## src/hw/rtl/mnns_pkg.sv

```systemverilog
// Package for the masked nearest-neighbour select block.
// Holds the field widths, payload types and the distance-pipe control struct.
// No dependencies.
package mnns_pkg;

    localparam int INDEX_WIDTH = 24;
    localparam int COORD_WIDTH = 24;
    localparam int DIST_WIDTH  = 52;

    // |a - b| of two signed coordinates always fits in COORD_WIDTH bits
    localparam int MAG_WIDTH  = COORD_WIDTH;
    localparam int SQ_WIDTH   = 2 * MAG_WIDTH;
    localparam int SUM_WIDTH  = SQ_WIDTH + 2;
    localparam int WIDE_WIDTH = (SUM_WIDTH > DIST_WIDTH) ? SUM_WIDTH : DIST_WIDTH;

    typedef logic [INDEX_WIDTH-1:0]        t_index;
    typedef logic signed [COORD_WIDTH-1:0] t_coord;
    typedef logic [DIST_WIDTH-1:0]         t_dist;

    localparam t_dist                 DIST_MAX      = '1;
    localparam logic [WIDE_WIDTH-1:0] DIST_MAX_WIDE = WIDE_WIDTH'(DIST_MAX);

    // load enables of the three distance-pipe register stages
    typedef struct packed {
        logic ld_in;
        logic ld_sq;
        logic ld_sum;
    } t_dist_ctl;

endpackage

```

## src/hw/rtl/mnns_dist.sv

```systemverilog
// Squared-distance datapath: coordinate register, per-axis square register,
// saturated sum register. Depends on mnns_pkg; load enables come from the top.
module mnns_dist (
    input  logic                i_clk,
    input  mnns_pkg::t_dist_ctl i_ctl,
    input  mnns_pkg::t_coord    i_tx,
    input  mnns_pkg::t_coord    i_ty,
    input  mnns_pkg::t_coord    i_tz,
    input  mnns_pkg::t_coord    i_nx,
    input  mnns_pkg::t_coord    i_ny,
    input  mnns_pkg::t_coord    i_nz,
    output mnns_pkg::t_dist     o_dist
);

    localparam int CW = mnns_pkg::COORD_WIDTH;
    localparam int MW = mnns_pkg::MAG_WIDTH;
    localparam int SW = mnns_pkg::SQ_WIDTH;
    localparam int WW = mnns_pkg::WIDE_WIDTH;

    mnns_pkg::t_coord r_t [3];
    mnns_pkg::t_coord r_n [3];
    logic [SW-1:0]    r_sq [3];
    logic [SW-1:0]    n_sq [3];
    mnns_pkg::t_dist  r_dist;
    logic [WW-1:0]    w_sum;
    mnns_pkg::t_dist  n_dist;

    always_ff @(posedge i_clk) begin
        if (i_ctl.ld_in) begin
            r_t[0] <= i_tx;
            r_t[1] <= i_ty;
            r_t[2] <= i_tz;
            r_n[0] <= i_nx;
            r_n[1] <= i_ny;
            r_n[2] <= i_nz;
        end
    end

    // one exact square per axis
    always_comb begin
        logic signed [CW:0] diff;
        logic [MW-1:0]      mag;
        for (int a = 0; a < 3; a++) begin
            diff  = {r_t[a][CW-1], r_t[a]} - {r_n[a][CW-1], r_n[a]};
            mag   = diff[CW] ? MW'(-diff) : MW'(diff);
            n_sq[a] = SW'(mag) * SW'(mag);
        end
    end

    always_ff @(posedge i_clk) begin
        if (i_ctl.ld_sq) begin
            r_sq <= n_sq;
        end
    end

    // clamp the sum at the top of the distance range
    assign w_sum  = WW'(r_sq[0]) + WW'(r_sq[1]) + WW'(r_sq[2]);
    assign n_dist = (w_sum >= mnns_pkg::DIST_MAX_WIDE) ? mnns_pkg::DIST_MAX
                                                        : w_sum[mnns_pkg::DIST_WIDTH-1:0];

    always_ff @(posedge i_clk) begin
        if (i_ctl.ld_sum) begin
            r_dist <= n_dist;
        end
    end

    assign o_dist = r_dist;

endmodule

```

## src/hw/rtl/masked_nearest_neighbour_select.sv

```systemverilog
// Masked nearest-neighbour select, top level.
// Depends on mnns_pkg and mnns_dist.
//
// Streams the candidate neighbours of one target point, one transaction per
// candidate, and on the candidate flagged last emits one result transaction:
// the target index of that last candidate and the index of the best
// candidate of the group. Best means: a neighbour whose mask equals the
// target mask beats one that does not; then the smaller exact squared
// distance wins (clamped at 2^52-1); then the lower index; on a full tie the
// earlier candidate stays. The block takes one candidate every clock while
// o_stall is low. A candidate passes an input register, a square register
// (one multiplier per axis) and a sum register before it meets the kept best,
// and the result is then captured in the output register. The stages hold on
// their own: input keeps flowing while a result waits in the output
// register, and only a last candidate that reaches the compare stage while
// the output register is still full holds the pipe. There are no
// configuration registers.
module masked_nearest_neighbour_select (
    input  logic                i_clk,
    input  logic                i_rst_n,

    input  logic                i_valid,
    output logic                o_stall,
    input  mnns_pkg::t_index    i_target_index,
    input  mnns_pkg::t_coord    i_target_x,
    input  mnns_pkg::t_coord    i_target_y,
    input  mnns_pkg::t_coord    i_target_z,
    input  logic                i_target_mask,
    input  mnns_pkg::t_coord    i_neighbour_x,
    input  mnns_pkg::t_coord    i_neighbour_y,
    input  mnns_pkg::t_coord    i_neighbour_z,
    input  logic                i_neighbour_mask,
    input  mnns_pkg::t_index    i_neighbour_index,
    input  logic                i_last,

    output logic                o_valid,
    input  logic                i_stall,
    output mnns_pkg::t_index    o_out_target_index,
    output mnns_pkg::t_index    o_chosen_index,
    output logic                o_chosen_matches
);

    // stage valid bits: input, square, sum
    logic r_v1, r_v2, r_v3;
    logic w_rdy1, w_rdy2, w_rdy3, w_consume;

    // side payload riding along with the distance pipe
    mnns_pkg::t_index r1_tidx, r2_tidx, r3_tidx;
    mnns_pkg::t_index r1_nidx, r2_nidx, r3_nidx;
    logic             r1_match, r2_match, r3_match;
    logic             r1_last, r2_last, r3_last;

    mnns_pkg::t_dist_ctl w_ctl;
    mnns_pkg::t_dist     w_dist;

    // kept best of the current group
    logic             r_have_best, n_have_best;
    logic             r_best_matches, n_best_matches;
    mnns_pkg::t_dist  r_best_dist, n_best_dist;
    mnns_pkg::t_index r_best_index, n_best_index;
    logic             w_take;

    // output register
    logic             r_o_valid;
    mnns_pkg::t_index r_o_tidx, r_o_cidx;
    logic             r_o_match;

    // The compare stage takes its candidate unless it closes a group and the
    // output register is full and not being drained this cycle.
    assign w_consume = !(r3_last && r_o_valid && i_stall);
    assign w_rdy3    = !r_v3 || w_consume;
    assign w_rdy2    = !r_v2 || w_rdy3;
    assign w_rdy1    = !r_v1 || w_rdy2;
    assign o_stall   = !w_rdy1;

    assign w_ctl.ld_in  = w_rdy1 && i_valid;
    assign w_ctl.ld_sq  = w_rdy2 && r_v1;
    assign w_ctl.ld_sum = w_rdy3 && r_v2;

    always_ff @(posedge i_clk) begin
        if (!i_rst_n) begin
            r_v1 <= 1'b0;
            r_v2 <= 1'b0;
            r_v3 <= 1'b0;
        end else begin
            if (w_rdy1) r_v1 <= i_valid;
            if (w_rdy2) r_v2 <= r_v1;
            if (w_rdy3) r_v3 <= r_v2;
        end
    end

    // advance the side payload with the same enables as the distance pipe
    always_ff @(posedge i_clk) begin
        if (w_ctl.ld_in) begin
            r1_tidx  <= i_target_index;
            r1_nidx  <= i_neighbour_index;
            r1_match <= (i_target_mask == i_neighbour_mask);
            r1_last  <= i_last;
        end
        if (w_ctl.ld_sq) begin
            r2_tidx  <= r1_tidx;
            r2_nidx  <= r1_nidx;
            r2_match <= r1_match;
            r2_last  <= r1_last;
        end
        if (w_ctl.ld_sum) begin
            r3_tidx  <= r2_tidx;
            r3_nidx  <= r2_nidx;
            r3_match <= r2_match;
            r3_last  <= r2_last;
        end
    end

    mnns_dist u_dist (
        .i_clk  (i_clk),
        .i_ctl  (w_ctl),
        .i_tx   (i_target_x),
        .i_ty   (i_target_y),
        .i_tz   (i_target_z),
        .i_nx   (i_neighbour_x),
        .i_ny   (i_neighbour_y),
        .i_nz   (i_neighbour_z),
        .o_dist (w_dist)
    );

    // ranking: mask match, then distance, then index
    always_comb begin
        priority if (!r_have_best) begin
            w_take = 1'b1;
        end else if (r3_match != r_best_matches) begin
            w_take = r3_match;
        end else if (w_dist != r_best_dist) begin
            w_take = (w_dist < r_best_dist);
        end else begin
            w_take = (r3_nidx < r_best_index);
        end
    end

    always_comb begin
        n_have_best    = r_have_best;
        n_best_matches = r_best_matches;
        n_best_dist    = r_best_dist;
        n_best_index   = r_best_index;
        if (w_take) begin
            n_have_best    = 1'b1;
            n_best_matches = r3_match;
            n_best_dist    = w_dist;
            n_best_index   = r3_nidx;
        end
    end

    always_ff @(posedge i_clk) begin
        if (!i_rst_n) begin
            r_have_best    <= 1'b0;
            r_best_matches <= 1'b0;
            r_best_dist    <= mnns_pkg::DIST_MAX;
            r_best_index   <= '1;
        end else if (r_v3 && w_consume) begin
            if (r3_last) begin
                // group closed: drop the kept best for the next target
                r_have_best    <= 1'b0;
                r_best_matches <= 1'b0;
                r_best_dist    <= mnns_pkg::DIST_MAX;
                r_best_index   <= '1;
            end else begin
                r_have_best    <= n_have_best;
                r_best_matches <= n_best_matches;
                r_best_dist    <= n_best_dist;
                r_best_index   <= n_best_index;
            end
        end
    end

    // result register: load on a closing candidate, else drain when taken
    always_ff @(posedge i_clk) begin
        if (!i_rst_n) begin
            r_o_valid <= 1'b0;
        end else if (r_v3 && w_consume && r3_last) begin
            r_o_valid <= 1'b1;
        end else if (!i_stall) begin
            r_o_valid <= 1'b0;
        end
    end

    always_ff @(posedge i_clk) begin
        if (r_v3 && w_consume && r3_last) begin
            r_o_tidx  <= r3_tidx;
            r_o_cidx  <= n_best_index;
            r_o_match <= n_best_matches;
        end
    end

    assign o_valid            = r_o_valid;
    assign o_out_target_index = r_o_tidx;
    assign o_chosen_index     = r_o_cidx;
    assign o_chosen_matches   = r_o_match;

endmodule
```

## config.mk

```make
export PLATFORM = sky130hd
export DESIGN_NAME = masked_nearest_neighbour_select
export DESIGN_NICKNAME = d
export VERILOG_FILES = /design/src/hw/rtl/mnns_pkg.sv /design/src/hw/rtl/mnns_dist.sv /design/src/hw/rtl/masked_nearest_neighbour_select.sv
export SDC_FILE = /design/constraint.sdc
export NUM_CORES = 2
export LEC_CHECK = 0
export BUFFER_PORTS_ARGS = -buffer_cell sky130_fd_sc_hd__buf_4
export CAP_MARGIN = 15
export CORE_MARGIN = 8
export CORE_UTILIZATION = 30
export DETAILED_ROUTE_END_ITERATION = 10
export PLACE_DENSITY = 0.43
export SKIP_CTS_REPAIR_TIMING = 1
export SLEW_MARGIN = 20
export SYNTH_ARGS = -nofsm -noshare
export SYNTH_HDL_FRONTEND = slang
export SYNTH_SLANG_ARGS = --single-unit
export TNS_END_PERCENT = 50
```

## constraint.sdc

```tcl
create_clock -name i_clk -period 22.8 [get_ports i_clk]
set_clock_uncertainty 0.05 [all_clocks]
set_input_delay 4.56 -clock i_clk [delete_from_list [all_inputs] [get_ports i_clk]]
set_output_delay 4.56 -clock i_clk [all_outputs]
set_load 0.02 [all_outputs]
```

==> results.toml <==
[route]
vias = 52506
drt_wl_total_mm = 211
routedWlPerCell_um = 18.6
route.detailed.drc = 0
via_per_inst = 4.62
final_antenna_net_count = 0
initialDrtViolationCount = 2506
firstDrtPassIters = 5

[floorplanning]
fp.dieW_um = 524
die_area_sq_um = 275000
die_h_um = 524
boundaryPins = 250
placementRows = 186
design.core.area_sq_um = 257000
initial_core_util_pct = 30.2

[worst_setup_path]
r2r_cells = 35
cp.depth = 35
arrival_ns = 12.70
crit_end = "u_dist.r_sq[143]"
r2r-start = "u_dist.r_n[0][0]"
cp-end-kind = "flop"
cp_slowest_cell = "clkinv_1"
max_stage_delay_ns = 0.84
worstPathMaxFanout = 17
critical_path_buf_inv_count = 3
cp-startpoint = "u_dist.r_n[0][0]"
r2r_end = "u_dist.r_sq[143]"
critPathKind = "reg -> reg"
path_common_cell = "fa_1"
r2r_setup_slack_ns = 10.49
start_kind = "flop"
crit_required_ns = 23.18
critPathTopFamily = "adder cells"

[sta]
fin_ws_ns = 10.49
slew_headroom_pct = 26.1
finalMaxSlewViolations = 0
fmax_mhz = 81.2
rsz0062_at_grt = "no"
worstMarginPinSlew_ns = 1.11
finalCritPeriodShare_pct = 54.0
hold_viol_final = 0
setup_viol = 0
post-route-min-period_ns = 12.31
fin_tns_setup_ns = 0

[logic_synthesis]
ys.warnings.count = 0
syn_nets = 9911
ys_ff_latch = 615
yosysSeqAreaShare_pct = 22.8
synth_ff_type = "edfxtp_1"
async_flop_share_pct = 0
synth_cells = 7693
syn_area_per_cell_sq_um = 10.1
synth.distinct_cells = 101
synth_edf_count = 534
synth_area_sq_um = 77600

[run]
drv_cap = 0

[final_layout]
fin_nets = 10136
area_delta_synth_final_pct = 11.2
final_area_sq_um = 86200
mostFrequentLayoutCells = "1802 x inv_1, 1271 x fa_1, 748 x ha_1, 659 x nor2_1, 534 x edfxtp_1"
nFillCells = 26406
final_common_cell = "inv_1"
final_layout_size_suffix_gt1_share_pct = 7.08
final_util_pct = 33.6

[grt]
grt_pass1_vias = 57153
antenna_found_initial = 10
grt-ovfl-total = 0
grt_pass1_wl_mm = 333
grt_max_degree = 78
track_usage_pct = 15.3

[placement]
dp_hpwl_mm = 171
port_buffers = 249
dp_slack_ns = 10.52
dpl_cell_area_sq_um = 83800
gp_congestion = 0.844

[clock_tree]
cts_root_buf = "clkbuf_16"
htreeDepth = 3
cts_buffers = 75
insertion_delay_ns = 0.70
clkTransAtPathRegs_ns = 0.06
cts_sinks = 615
cts_buffer_depth = 3
tritoncts = "yes"

[hold_path]
hold_class = "reg -> reg"

[run_status]
status = "complete, no violations"
-- through the flow --
| stage | hold slack [ns] | cells |
|---|---|---|
| 6_report | 0.357 | 11370 |
| 5_1_grt | 0.364 | 11367 |
| 4_1_cts | 0.349 | 11363 |
| 3_5_place_dp | 0.355 | 11225 |
| 3_3_place_gp | 0.350 | 11225 |
| 2_1_floorplan | 0.350 | 7693 |
-- flip-flops by register name (all words and copies together), names as in the netlist, 50 cells and up --
signal         cells
u_dist.r_t        72
r_best_dist       51
u_dist.o_dist     50
u_dist.r_sq      141
u_dist.r_n        72
-- area by class of cell --
| cell class | count | area (sq um) | area share [%] |
|---|---|---|---|
| multi-input cells | 5069 | 52500 | 60.9 |
| flip-flops and latches | 615 | 17700 | 20.5 |
| inverters | 1816 | 6820 | 7.91 |
| well taps | 3384 | 4230 | 4.91 |
| repair buffers | 341 | 2560 | 2.97 |
| clock buffers | 96 | 2040 | 2.36 |
| clock inverters | 42 | 370 | 0.430 |
| diodes | 7 | 17.5 | 0.0203 |
-- how the worst min path moves through the flow --
stage | slack, ns | cells past startpoint | end | from
floorplan | 0.35 | 0 | o_out_target_index[0] | r3_tidx[0]
global placement | 0.35 | 0 | r3_tidx[4] | r2_tidx[4]
detailed placement | 0.35 | 0 | o_out_target_index[20] | r3_tidx[20]
CTS | 0.35 | 0 | r2_nidx[8] | r1_nidx[8]
global route | 0.36 | 0 | r2_tidx[1] | r1_tidx[1]
finish | 0.36 | 0 | r2_nidx[8] | r1_nidx[8]
-- cells by family (layout without fill, tap and decap cells) --
| kind of cell | after synthesis | after routing | share of synthesized area (%) |
|---|---|---|---|
| xor+xnor | 346 | 346 | 3.99 |
| simple gates | 1660 | 1660 | 9.60 |
| flops | 615 | 615 | 22.8 |
| mux | 10 | 10 | 0.136 |
| fa+ha+maj | 2019 | 2019 | 44.9 |
| other cells | 0 | 7 | 0 |
| buf+inv | 2009 | 2295 | 9.78 |
| compound gates | 1034 | 1034 | 8.86 |
-- cell usage after synthesis (all sizes together), types with 10 or more instances --
cell	instances	area (sq um)
a2111oi	11	97.6
a211oi	27	208
a21o	172	1290
a21oi	291	1460
a311oi	10	87.6
a31o	10	87.6
a31oi	29	181
a41oi	13	114
and2	20	126
and3	38	238
and4	11	96.3
buf	33	170
clkbuf	160	601
dfxtp	81	1620
edfxtp	534	16000
fa	1271	25400
ha	748	9360
inv	1807	6780
nand2	489	1840
nand2b	72	450
nand3	111	556
nand4	34	213
nor2	659	2470
nor2b	62	388
nor3	56	285
nor4	16	113
o2111ai	10	87.6
o211ai	18	140
o21a	42	323
o21ai	183	920
o21bai	55	417
o22a	53	464
o31ai	20	155
or2	34	213
or3	21	131
xnor2	230	2060
xor2	115	1010
-- worst register-to-register path: cells and delay by family (launching register included) --
kind	cells	cell delay (ns)
and+or+nand+nor	11	2.95
AOI/OAI and AO/OA	9	2.90
adders and majority gates	10	4.48
DFF	1	0.36
buffers and inverters	3	0.94
xor gates and xnor gates	2	0.37
-- layer usage --
layer | wire length [um] | vias to the layer above | track usage [%]
met2 | 99700 | 959 | 25.8
met4 | 4770 | 4 | 3.46
met5 | 23 | - | 0
met1 | 97900 | 26441 | 21.0
li1 | - | 24875 | -
met3 | 8870 | 227 | 2.16
Power is left out: the tool's default activity adds up to more than one toggle a clock period on the data nets, which glitch-free logic cannot reach.
